===== src/sv/lnse_ram.sv =====
// Generic single-port-write, single-port-read RAM with registered read data.
// No dependencies.
`default_nettype none
module lnse_ram #(
  parameter int WIDTH = 16,
  parameter int DEPTH = 256
) (
  input  wire logic                                  clk,
  input  wire logic                                  we,
  input  wire logic [((DEPTH > 1) ? $clog2(DEPTH) : 1)-1:0] waddr,
  input  wire logic [WIDTH-1:0]                      wdata,
  input  wire logic                                  re,
  input  wire logic [((DEPTH > 1) ? $clog2(DEPTH) : 1)-1:0] raddr,
  output logic      [WIDTH-1:0]                      rdata
);
  logic [WIDTH-1:0] mem [DEPTH];

  always_ff @(posedge clk) begin
    if (we) begin
      mem[waddr] <= wdata;
    end
    if (re) begin
      rdata <= mem[raddr];
    end
  end
endmodule
`default_nettype wire


===== config.mk =====
export PLATFORM = sky130hd
export DESIGN_NAME = lnse_ram
export DESIGN_NICKNAME = d
export VERILOG_FILES = /design/src/sv/lnse_ram.sv
export SDC_FILE = /design/constraint.sdc
export NUM_CORES = 2
export LEC_CHECK = 0
export BUFFER_PORTS_ARGS = -buffer_cell sky130_fd_sc_hd__buf_2
export CAP_MARGIN = 20
export CORE_ASPECT_RATIO = 0.8
export CORE_MARGIN = 4
export CORE_UTILIZATION = 40
export DETAILED_ROUTE_END_ITERATION = 10
export RECOVER_POWER = 50
export SYNTH_ARGS = -nofsm -noshare
export SYNTH_HDL_FRONTEND = slang
export SYNTH_SLANG_ARGS = --single-unit

===== constraint.sdc =====
create_clock -name clk -period 3.56 [get_ports clk]
set_clock_uncertainty 0.1 [all_clocks]
set_input_delay 0.534 -clock clk [delete_from_list [all_inputs] [get_ports clk]]
set_output_delay 0.534 -clock clk [all_outputs]
set_load 0.02 [all_outputs]

==> flow_summary.rst <==
.. list-table::
   :header-rows: 1

   * - Metric
     - Value
   * - Flop and latch count out of synthesis
     - 4,112
   * - Overflow left after global routing
     - 0
   * - Average vias per placed instance
     - slightly below 6
   * - Starting Density
     - 0.4026
   * - Remaining number of nets flagged by the antenna check after routing
     - 0
   * - Worst endpoint required time
     - 4.09 ns
   * - Die Outline Area
     - between 400,000 and 500,000 um2
   * - Root Buffer Master
     - sky130_fd_sc_hd__clkbuf_16
   * - Area of the mapped netlist
     - 158,900 um2
   * - Post-Synthesis Mean Instance Area
     - 21.59 um2
   * - Min Clock Period, post-route
     - 3.564 ns
   * - Combined global-route utilization of all metal layers
     - 0.2151
   * - Clk sink count
     - 4,112
   * - Worst-case headroom to the max-slew limit
     - -1.041
   * - Routed WL per cell
     - 32.00 um
   * - IO Count
     - 51
   * - Share of cells above drive strength 1
     - 0.2787
   * - Sequential share of the synthesized area
     - 0.7772
   * - Clock-pin slew on the worst setup and hold paths
     - 0.06 ns
   * - Proportion of synthesized flip-flops having asynchronous set or reset
     - 0
   * - Clock latency on the worst-skew pair
     - 0.93 ns
   * - Final wirelength
     - 445.6 mm
   * - Setup repair after global routing missed its margin
     - false
   * - Growth of design area from synthesis to finish
     - 15.70%
   * - Synth Area in Adders
     - 0
   * - EDFF count, synth
     - between 4,000 and 5,000
   * - Fin cells
     - 13,920
   * - Startpoint of the worst register-to-register path
     - mem[1][2]
   * - Critical path launch point
     - mem[1][2]
   * - Slew at the pin closest to its max-slew limit
     - 3.061 ns
   * - IR Drop Worst-Case VDD
     - about 410 uV
   * - Setup repair bufs after CTS
     - 0
   * - Most frequent cells after synthesis
     - 4,112 x sky130_fd_sc_hd__edfxtp_1, 797 x sky130_fd_sc_hd__mux4_2, 565 x sky130_fd_sc_hd__mux2i_1
   * - Arrival time at the worst endpoint
     - 4.09 ns
   * - Type of the worst setup path
     - reg2reg
   * - Ordered list of cells on the worst path
     - mux4_2 -> mux2_2 -> a22oi_1 -> nand2_1 -> buf_12 -> o32ai_1 -> nor4_1
   * - Max-slew violation count
     - 1,508
   * - Final Hold Vio Count
     - 0
   * - DRC viols
     - 0
   * - Nets in the synthesized netlist
     - 7,395
   * - Fin nets
     - between 8,000 and 9,000
   * - Gate Count Post-Synth
     - 7,360
   * - Warnings, synthesis
     - 0
   * - Complex-gate fraction of the synthesized area
     - 0.03534
   * - Mux share of post-synthesis cell area
     - 0.1548
   * - Period Utilization, post-route
     - 1.001
   * - Kind of cell with the highest combined delay on the critical path
     - compound AO/OA/AOI/OAI gates
   * - Final RePlAce weighted congestion
     - 0.8656
   * - Most common flop cell mapped by yosys
     - sky130_fd_sc_hd__edfxtp_1
   * - Cell count of the worst hold path
     - 4
   * - CP Capture Type
     - register
   * - Synth unique cells
     - 51
   * - Fraction of synthesized cell area in xor and xnor cells
     - 0
   * - Router iterations before antenna repair
     - 5
   * - End point of the most critical hold path
     - mem[62][7]
   * - Worst min-delay path class
     - in2reg
   * - Sort of element at the start of the critical path
     - register
   * - Number of setup violations in the final report
     - 1
   * - Worst hold margin
     - 0.3874 ns
   * - Clock tree from TritonCTS
     - built
   * - Number of antenna violations at the first check in global routing
     - 35
   * - Die width
     - 712.6 um
   * - Fraction of synthesized cell area taken by the top area cell type
     - 0.7772
   * - R2R depth
     - 7
   * - Biggest area contributors in the synthesized netlist
     - sky130_fd_sc_hd__edfxtp_1 78%, sky130_fd_sc_hd__mux4_2 11%, sky130_fd_sc_hd__mux2i_1 3.6%
   * - Crit path largest cell delay
     - just under 0.8 ns
   * - Cell leakage power
     - 58.56 nW
   * - Buffer depth of the longest clock path
     - 4
   * - Total negative slack for setup checks
     - -0.003585 ns
   * - Number of H-tree levels
     - 5
   * - Number of global-route vias before repair
     - 80,490
   * - Max-cap violations
     - 29
   * - Starting DRT DRC Count
     - 11,590
   * - Die Height
     - around 570 um
   * - Max FO, Critical Path
     - 1
   * - Endpoint of the lowest-slack register-to-register path
     - rdata[2]
   * - Area fraction in and, or, nand and nor cells after synthesis
     - 0.01573
   * - Setup slack of the worst register-to-register path
     - -0.004 ns
   * - Minimum setup slack in the final design
     - -0.003585 ns
   * - Combinational family with the most area after synthesis
     - multiplexers
   * - Yosys top cell by area
     - sky130_fd_sc_hd__edfxtp_1
   * - CP max stage cell
     - sky130_fd_sc_hd__o32ai_1
   * - Placed cells
     - 13,190
   * - Max Clock Freq
     - roughly 0.28 GHz
   * - Top-count cell post-synth
     - sky130_fd_sc_hd__edfxtp_1
   * - Startpoint of the worst hold path
     - waddr[4]
   * - DPL Wire Length
     - 278.3 mm
   * - Num CTS Buffers
     - 395
   * - Area of the placeable core
     - 394,600 um2
   * - Buffering stage count on the worst path with inverters included
     - 1
   * - Vias post-DR
     - 82,160
   * - Violated checks
     - capacitance limit, slew limit, setup timing
   * - Run status
     - finished, violations left
   * - Total power density per cell area
     - 542.6 nW/um2
   * - Wire length of the first global-routing pass
     - 625.6 mm
   * - Buffers added on ports
     - 50
   * - Standard-cell rows
     - 206
   * - Largest net degree at the start of global routing
     - 178
what timing repair did:
action                     in CTS  in global routing
hold buffers                    6                  1
hold endpoints to repair       97                  1
setup endpoints to repair       1                  1
pin swaps                       0                  1
resized for setup               1                  1
sequential cells by signal, summed over array words and instances (netlist names):
register / flops
mem: 4096
rdata: 16
worst max-delay path by stage:
stage | to | cells after the start
global route | rdata[2] | 7
floorplan | rdata[4] | 8
detailed placement | rdata[1] | 10
global placement | rdata[9] | 12
CTS | rdata[15] | 8
finish | rdata[2] | 7
routing by layer:
| metal | up-vias | global-route usage | part of all wire |
|---|---|---|---|
| met2 | 4380 | 0.3216 | 0.45 |
| met4 | 2 | 0.05185 | 0.027 |
| li1 | 33190 | - | - |
| met3 | 614 | 0.05323 | 0.11 |
| met5 | - | 0 | 0.000031 |
| met1 | 43970 | 0.3183 | 0.42 |
worst min-delay path: stages:
cell	delay [ns]
sky130_fd_sc_hd__buf_2	0.18
sky130_fd_sc_hd__nand3_1	0.12
sky130_fd_sc_hd__buf_4	0.24
sky130_fd_sc_hd__nor2_2	0.14
layout make-up:
class                      count  area, um2
fill                       32400     210800
multi-input combinational   2792      32990
timing repair buffer         988       8327
sequential                  4112     123500
clock inverter               232       1952
tap                         5304       6636
clock buffer                 482      10380
inverter                       4      27.53
antenna                        9      22.52
cell families (layout without fill, tap and decap cells):
group,after synthesis,count (layout)
AND/OR/NAND/NOR,556,556
buffers and inverters,456,1706
AO/OA/AOI/OAI,786,786
other,0,9
flip-flops,4112,4112
multiplexers,1450,1450
power breakdown:
group,internal [mW],switching [mW],total [mW],leakage (nW)
Clock,22.8,17.8,40.6,6.03
Combinational,2.02,3.57,5.59,15.6
Sequential,53.4,0.0660,53.5,37.0
stage by stage:
stage | utilization | instance area, um2 | setup WS (ns) | total power, mW
after floorplan | - | 158900 | 0.6771 | 57.11
final | 0.4658 | 183800 | -0.003585 | 99.74
after detailed placement | 0.4365 | 172300 | -0.9835 | 60.13
after global routing | 0.4658 | 183800 | 0.01927 | 102.7
after global placement | 0.4365 | 172200 | -1.067 | 60.05
after CTS | 0.4679 | 184700 | 0.02128 | 100.4
cell usage in the layout (no fill, tap or decap), types with 116 or more instances in the layout:
cell type / count
sky130_fd_sc_hd__buf_12: 116
sky130_fd_sc_hd__buf_4: 675
sky130_fd_sc_hd__mux4_2: 797
sky130_fd_sc_hd__mux2i_1: 565
sky130_fd_sc_hd__a21oi_1: 175
sky130_fd_sc_hd__o221ai_1: 252
sky130_fd_sc_hd__clkbuf_1: 196
sky130_fd_sc_hd__edfxtp_1: 4112
sky130_fd_sc_hd__clkbuf_16: 403
sky130_fd_sc_hd__o22ai_1: 148
sky130_fd_sc_hd__nor2_1: 218
Power figures use the tool's default switching activity.
