[src/sv/lnse_pkg.sv]
// Shared types and constants for the lognormal size-effect unit.
// No dependencies; the files that use this package refer to it by scoped names.
`default_nettype none
package lnse_pkg;

  localparam logic REQ_WRITE = 1'b0;
  localparam logic REQ_EVAL  = 1'b1;

  localparam int LOG_ITERS = 16;
  localparam int DIV_STEPS = 20;
  localparam int EXP_TERMS = 12;

  // ln(2)/2 and ln(2) as Q0.32.
  localparam logic [30:0] HALF_LN2_Q32 = 31'd1488522236;
  localparam logic [31:0] LN2_Q32      = 32'd2977044472;

  // floor(2^35 / k) for the series divisions by k.
  localparam logic [35:0] RECIP [1:12] = '{
    36'd34359738368, 36'd17179869184, 36'd11453246122, 36'd8589934592,
    36'd6871947673,  36'd5726623061,  36'd4908534052,  36'd4294967296,
    36'd3817748707,  36'd3435973836,  36'd3123612578,  36'd2863311530
  };

  // Sideband that travels with every item down the pipeline.
  typedef struct packed {
    logic        valid;
    logic        perr;   // parameter error of a write
    logic        zero;   // result is forced to zero
    logic [3:0]  n;      // integer part of the exponent
    logic [30:0] sq;     // Xb squared
  } ctl_t;

endpackage
`default_nettype wire

[src/sv/lnse_div.sv]
// Pipelined restoring divider: u = p / Xb^2, one quotient bit per stage, with
// an overflow flag once u reaches 16.0. Depends on lnse_pkg.
`default_nettype none
module lnse_div (
  input  wire logic            clk,
  input  wire logic            rst_n,
  input  wire logic            en,
  input  wire logic [46:0]     p_in,
  input  wire lnse_pkg::ctl_t  ctl_in,
  output logic      [15:0]     f_out,
  output lnse_pkg::ctl_t       ctl_out
);
  localparam int N = lnse_pkg::DIV_STEPS;

  logic [46:0]    rem_r [N+1];
  logic [N-1:0]   q_r   [N+1];
  lnse_pkg::ctl_t ctl_r [N+1];
  logic           ovf;
  lnse_pkg::ctl_t ctl_ovf;

  assign ovf = {4'b0, p_in} >= (51'(ctl_in.sq) << N);

  // An overflowing quotient forces the result to zero.
  always_comb begin
    ctl_ovf      = ctl_in;
    ctl_ovf.zero = ctl_in.zero | ovf;
  end

  always_ff @(posedge clk) begin
    if (en) begin
      rem_r[0] <= p_in;
      q_r[0]   <= '0;
    end
  end

  for (genvar s = 1; s <= N; s++) begin : g_stage
    logic [50:0] sh;
    logic [50:0] cand;
    logic        ge;
    assign sh   = 51'(ctl_r[s-1].sq) << (N - s);
    assign cand = {4'b0, rem_r[s-1]};
    assign ge   = cand >= sh;
    always_ff @(posedge clk) begin
      if (en) begin
        rem_r[s] <= ge ? 47'(cand - sh) : rem_r[s-1];
        q_r[s]   <= {q_r[s-1][N-2:0], ge};
      end
    end
  end

  always_ff @(posedge clk) begin
    if (!rst_n) begin
      for (int s = 0; s <= N; s++) ctl_r[s].valid <= 1'b0;
    end else if (en) begin
      ctl_r[0] <= ctl_ovf;
      for (int s = 1; s <= N; s++) ctl_r[s] <= ctl_r[s-1];
    end
  end

  always_comb begin
    ctl_out   = ctl_r[N];
    ctl_out.n = q_r[N][19:16];
  end
  assign f_out = q_r[N][15:0];
endmodule
`default_nettype wire

[config.mk]
export PLATFORM = sky130hd
export DESIGN_NAME = lnse_div
export DESIGN_NICKNAME = d
export VERILOG_FILES = /design/src/sv/lnse_pkg.sv /design/src/sv/lnse_div.sv
export SDC_FILE = /design/constraint.sdc
export NUM_CORES = 2
export LEC_CHECK = 0
export BUFFER_PORTS_ARGS = -buffer_cell sky130_fd_sc_hd__buf_2
export CORE_MARGIN = 10
export CORE_UTILIZATION = 60
export DETAILED_ROUTE_END_ITERATION = 6
export PLACE_DENSITY = 0.81
export SYNTH_ARGS = -nofsm -noshare
export SYNTH_HDL_FRONTEND = slang
export SYNTH_SLANG_ARGS = --single-unit
[constraint.sdc]
create_clock -name clk -period 25.8 [get_ports clk]
set_input_delay 3.87 -clock clk [delete_from_list [all_inputs] [get_ports clk]]
set_output_delay 3.87 -clock clk [all_outputs]
set_load 0.005 [all_outputs]
==> results.json <==
{
  "cp_common_cell": "buf_4",
  "cp_slowest_cell": "buf_4",
  "critPathKind": "input pin to register",
  "num-nets-final": 9366,
  "hold_worst_path_end": "q_r[2][53]$_DFFE_PP_",
  "place_congestion": 0.968,
  "r2r-start": "rem_r[3][85]$_DFFE_PP_",
  "ys_seq_area_frac": 0.568,
  "via_count": 65100,
  "syn-num-nets": 9195,
  "worst_skew_pair.late_latency_ns": 0.87,
  "post_cts_buffers": 0,
  "holdCritPathClass": "register to register",
  "outcome": "finished clean",
  "period_needed_ns": 6.95,
  "final_min_period_over_clock_period": 0.269,
  "io_buffers": 137,
  "worst_ep_arrival_time_ns": 7.41,
  "routed_via_density": 5.94,
  "grt.overflow.total": 0,
  "dpl.hpwl_um": 164000,
  "dr_pass1_iterations": 6,
  "cts-buffers-inserted": 195,
  "r2r.worst_path.cells": 11,
  "vdd_drop_max_mv": 0.0830,
  "clock-sinks": 1864,
  "worst_hold_path.num_cells": 0,
  "grt_antenna_before_repair": 6,
  "drtIter0Drc": 4377,
  "yosys-top-cells-area": "edfxtp_1 (56%), ha_1 (8.2%), a21oi_1 (3.3%), inv_1 (3.0%), o21ai_0 (2.9%)",
  "pin_count": 142,
  "floorplan.die_area_um2": 180000,
  "multi_input_comb_area_um2": 38800,
  "sequential_cell_area_um2": 55800,
  "overall_track_demand_over_capacity_in_global_routing": 0.242,
  "netlist-cell-type-count": 105,
  "grt_pass1_wl_um": 349000,
  "rsz0062_at_grt": "no",
  "hold_violations": 0,
  "wl_per_cell_um": 20.3,
  "netlist.top_cell.by_area": "edfxtp_1",
  "dp_cells": 10600,
  "floorplan.die.height_um": 425,
  "timing.critical_path.required_ns": 26.26,
  "clk_path_buf_depth": 3,
  "clock.fmax_ghz": 0.144,
  "ys_ff_latch": 1864,
  "cp_max_fanout": 161,
  "core_area_um2": 163000,
  "p_leak_uw": 0.0427,
  "worst_path_largest_cell_delay_ns": 0.79,
  "die_width_um": 425,
  "synth-edff-count": 1847,
  "post_synth_instance_area_um2": 98300,
  "maxSlewHeadroom": 0.128,
  "synth_warnings": 0,
  "timing.critical_path.from_type": "input pin",
  "final_setup_violations": 0,
  "final_cell_count_no_fill": 11000,
  "detail-route-antenna-nets": 0,
  "via_count_of_the_first_global_routing_pass": 68500,
  "worstSetupStartpoint": "en",
  "power_per_cell_area_nw_per_um2": 102,
  "area_delta_synth_final_pct": 10.0,
  "drc": 0,
  "fillerInstances": 11500,
  "detail_route.wirelength_um": 223000,
  "h_tree_depth": 4,
  "postCtsResizedCells": 0,
  "fin_setup_tns_ns": 0,
  "postSynthCellCount": 8447,
  "cts_tree": "yes",
  "start_util": 0.604,
  "cp_cell_sequence": "buf_8 > and2_4 > buf_4 > buf_12 > buf_4",
  "max_cap_viol_count": 0,
  "grt_start_max_net_pins": 170,
  "endpoint_kind": "register",
  "post-synth-top-area-fraction": 0.564,
  "synth_area_per_cell_um2": 11.6,
  "timing.rr.end": "rem_r[3][139]$_DFFE_PP_",
  "clock-root-buffer": "clkbuf_16",
  "fin_skew_ns": 0.0382,
  "synth_async_sr_flop_share": 0,
  "regToRegSetupSlack_ns": 20.55,
  "worst_setup_hold_path_clk_slew_ns": 0.06,
  "ctsHoldBuffers": 0,
  "final_layout_size_suffix_gt1_frac": 0.0811,
  "min-delay-start": "q_r[2][32]$_DFFE_PP_",
  "tightest_slew_ns": 1.29,
  "row_count": 148,
  "slew_viol_final": 0,
  "synth-main-ff-cell": "edfxtp_1"
}
## critical path: cells and delay by family
kind	cells	cell delay, ns
buf+inv	4	2.50
simple gates	1	0.71
## sequential cells by signal, indices dropped and copies added (netlist names)
name   count
ctl_r    714
q_r      210
rem_r    940
## per-stage QoR
stage	power [uW]	hold WS (ns)	setup slack, ns	utilization	instance area [um2]
after CTS	11100	0.414	18.75	0.665	108000
after detailed placement	8130	0.405	17.84	0.623	101000
after global placement	8010	0.401	17.90	0.623	101000
after global routing	11700	0.418	18.58	0.665	108000
final	11100	0.414	18.85	0.665	108000
after floorplan	7160	0.400	4.76	-	98300
## where the power goes
part / internal [uW] / total, uW / switching [uW]
sequential: 4080 / 4380 / 307
combinational: 1550 / 3760 / 2210
clock: 1720 / 2930 / 1210
total: 7350 / 11100 / 3720
## how the worst max path moves through the flow
| stage | to | slack, ns | cells past startpoint |
|---|---|---|---|
| floorplan | ctl_r[0][0]$_DFFE_PP_ | 4.76 | 2 |
| CTS | ctl_r[3][77]$_DFFE_PP_ | 18.75 | 5 |
| detailed placement | ctl_r[3][114]$_DFFE_PP_ | 17.84 | 5 |
| global placement | ctl_r[3][114]$_DFFE_PP_ | 17.90 | 5 |
| global route | ctl_r[3][83]$_DFFE_PP_ | 18.58 | 5 |
| finish | ctl_r[3][84]$_DFFE_PP_ | 18.85 | 5 |
## routing by layer
layer / vias up / wire length, um / GRT usage
met5: - / 0 / 0
li1: 31500 / - / -
met3: 782 / 7330 / 0.0309
met2: 1864 / 125000 / 0.485
met1: 31000 / 71200 / 0.210
met4: 0 / 19800 / 0.194
## placed cells by master (no fill, tap or decap), types with 20 or more instances in the layout
master / instances
edfxtp_1: 1847
nor3_1: 120
nand2_1: 648
a211o_1: 21
mux2i_1: 31
clkinv_2: 30
or2_2: 20
ha_1: 641
xor2_1: 280
o21bai_1: 68
a21oi_1: 641
xnor2_1: 323
buf_2: 136
a31oi_1: 56
clkbuf_16: 195
and3_1: 52
nand4_1: 122
inv_1: 794
o21ai_0: 567
and2_1: 33
a211oi_1: 54
bufinv_16: 31
o21a_1: 76
nor4_1: 105
nand2b_1: 80
o211ai_1: 29
o31a_1: 26
or3_1: 30
nor2_1: 454
mux2_2: 127
a21o_1: 327
o31ai_1: 48
buf_4: 51
nand3_1: 109
nor2b_1: 110
clkbuf_1: 25
clkinv_1: 38
## final cells by class
class	count	area share
clock inverter	140	0.0164
sequential	1864	0.516
inverter	796	0.0276
clock buffer	222	0.0462
tap	2175	0.0252
multi-input combinational	5569	0.358
timing repair buffer	192	0.0107
antenna	2	0.0000463
## synthesized netlist by cell type (110+ instances only)
master / number
xnor2_1: 323
edfxtp_1: 1847
nor4_1: 110
nor3_1: 121
o21ai_0: 567
ha_1: 641
nor2_1: 456
nand4_1: 122
nor2b_1: 110
xor2_1: 280
clkbuf_1: 145
mux2_2: 127
a21oi_1: 641
a21o_1: 327
inv_1: 794
nand2_1: 648
## cell families (layout without fill, tap and decap cells)
kind of cell	count (synthesis)	in the layout	share of synthesized area
adder cells (fa/ha/maj)	660	660	0.0854
other	0	2	0
XOR/XNOR	603	603	0.0537
AO/OA/AOI/OAI	2143	2143	0.136
multiplexers	159	159	0.0178
flip-flops	1864	1864	0.568
buffers and inverters	1014	1350	0.0401
AND/OR/NAND/NOR	2004	2004	0.0993
Note: power is estimated with default switching activity, not from simulation.
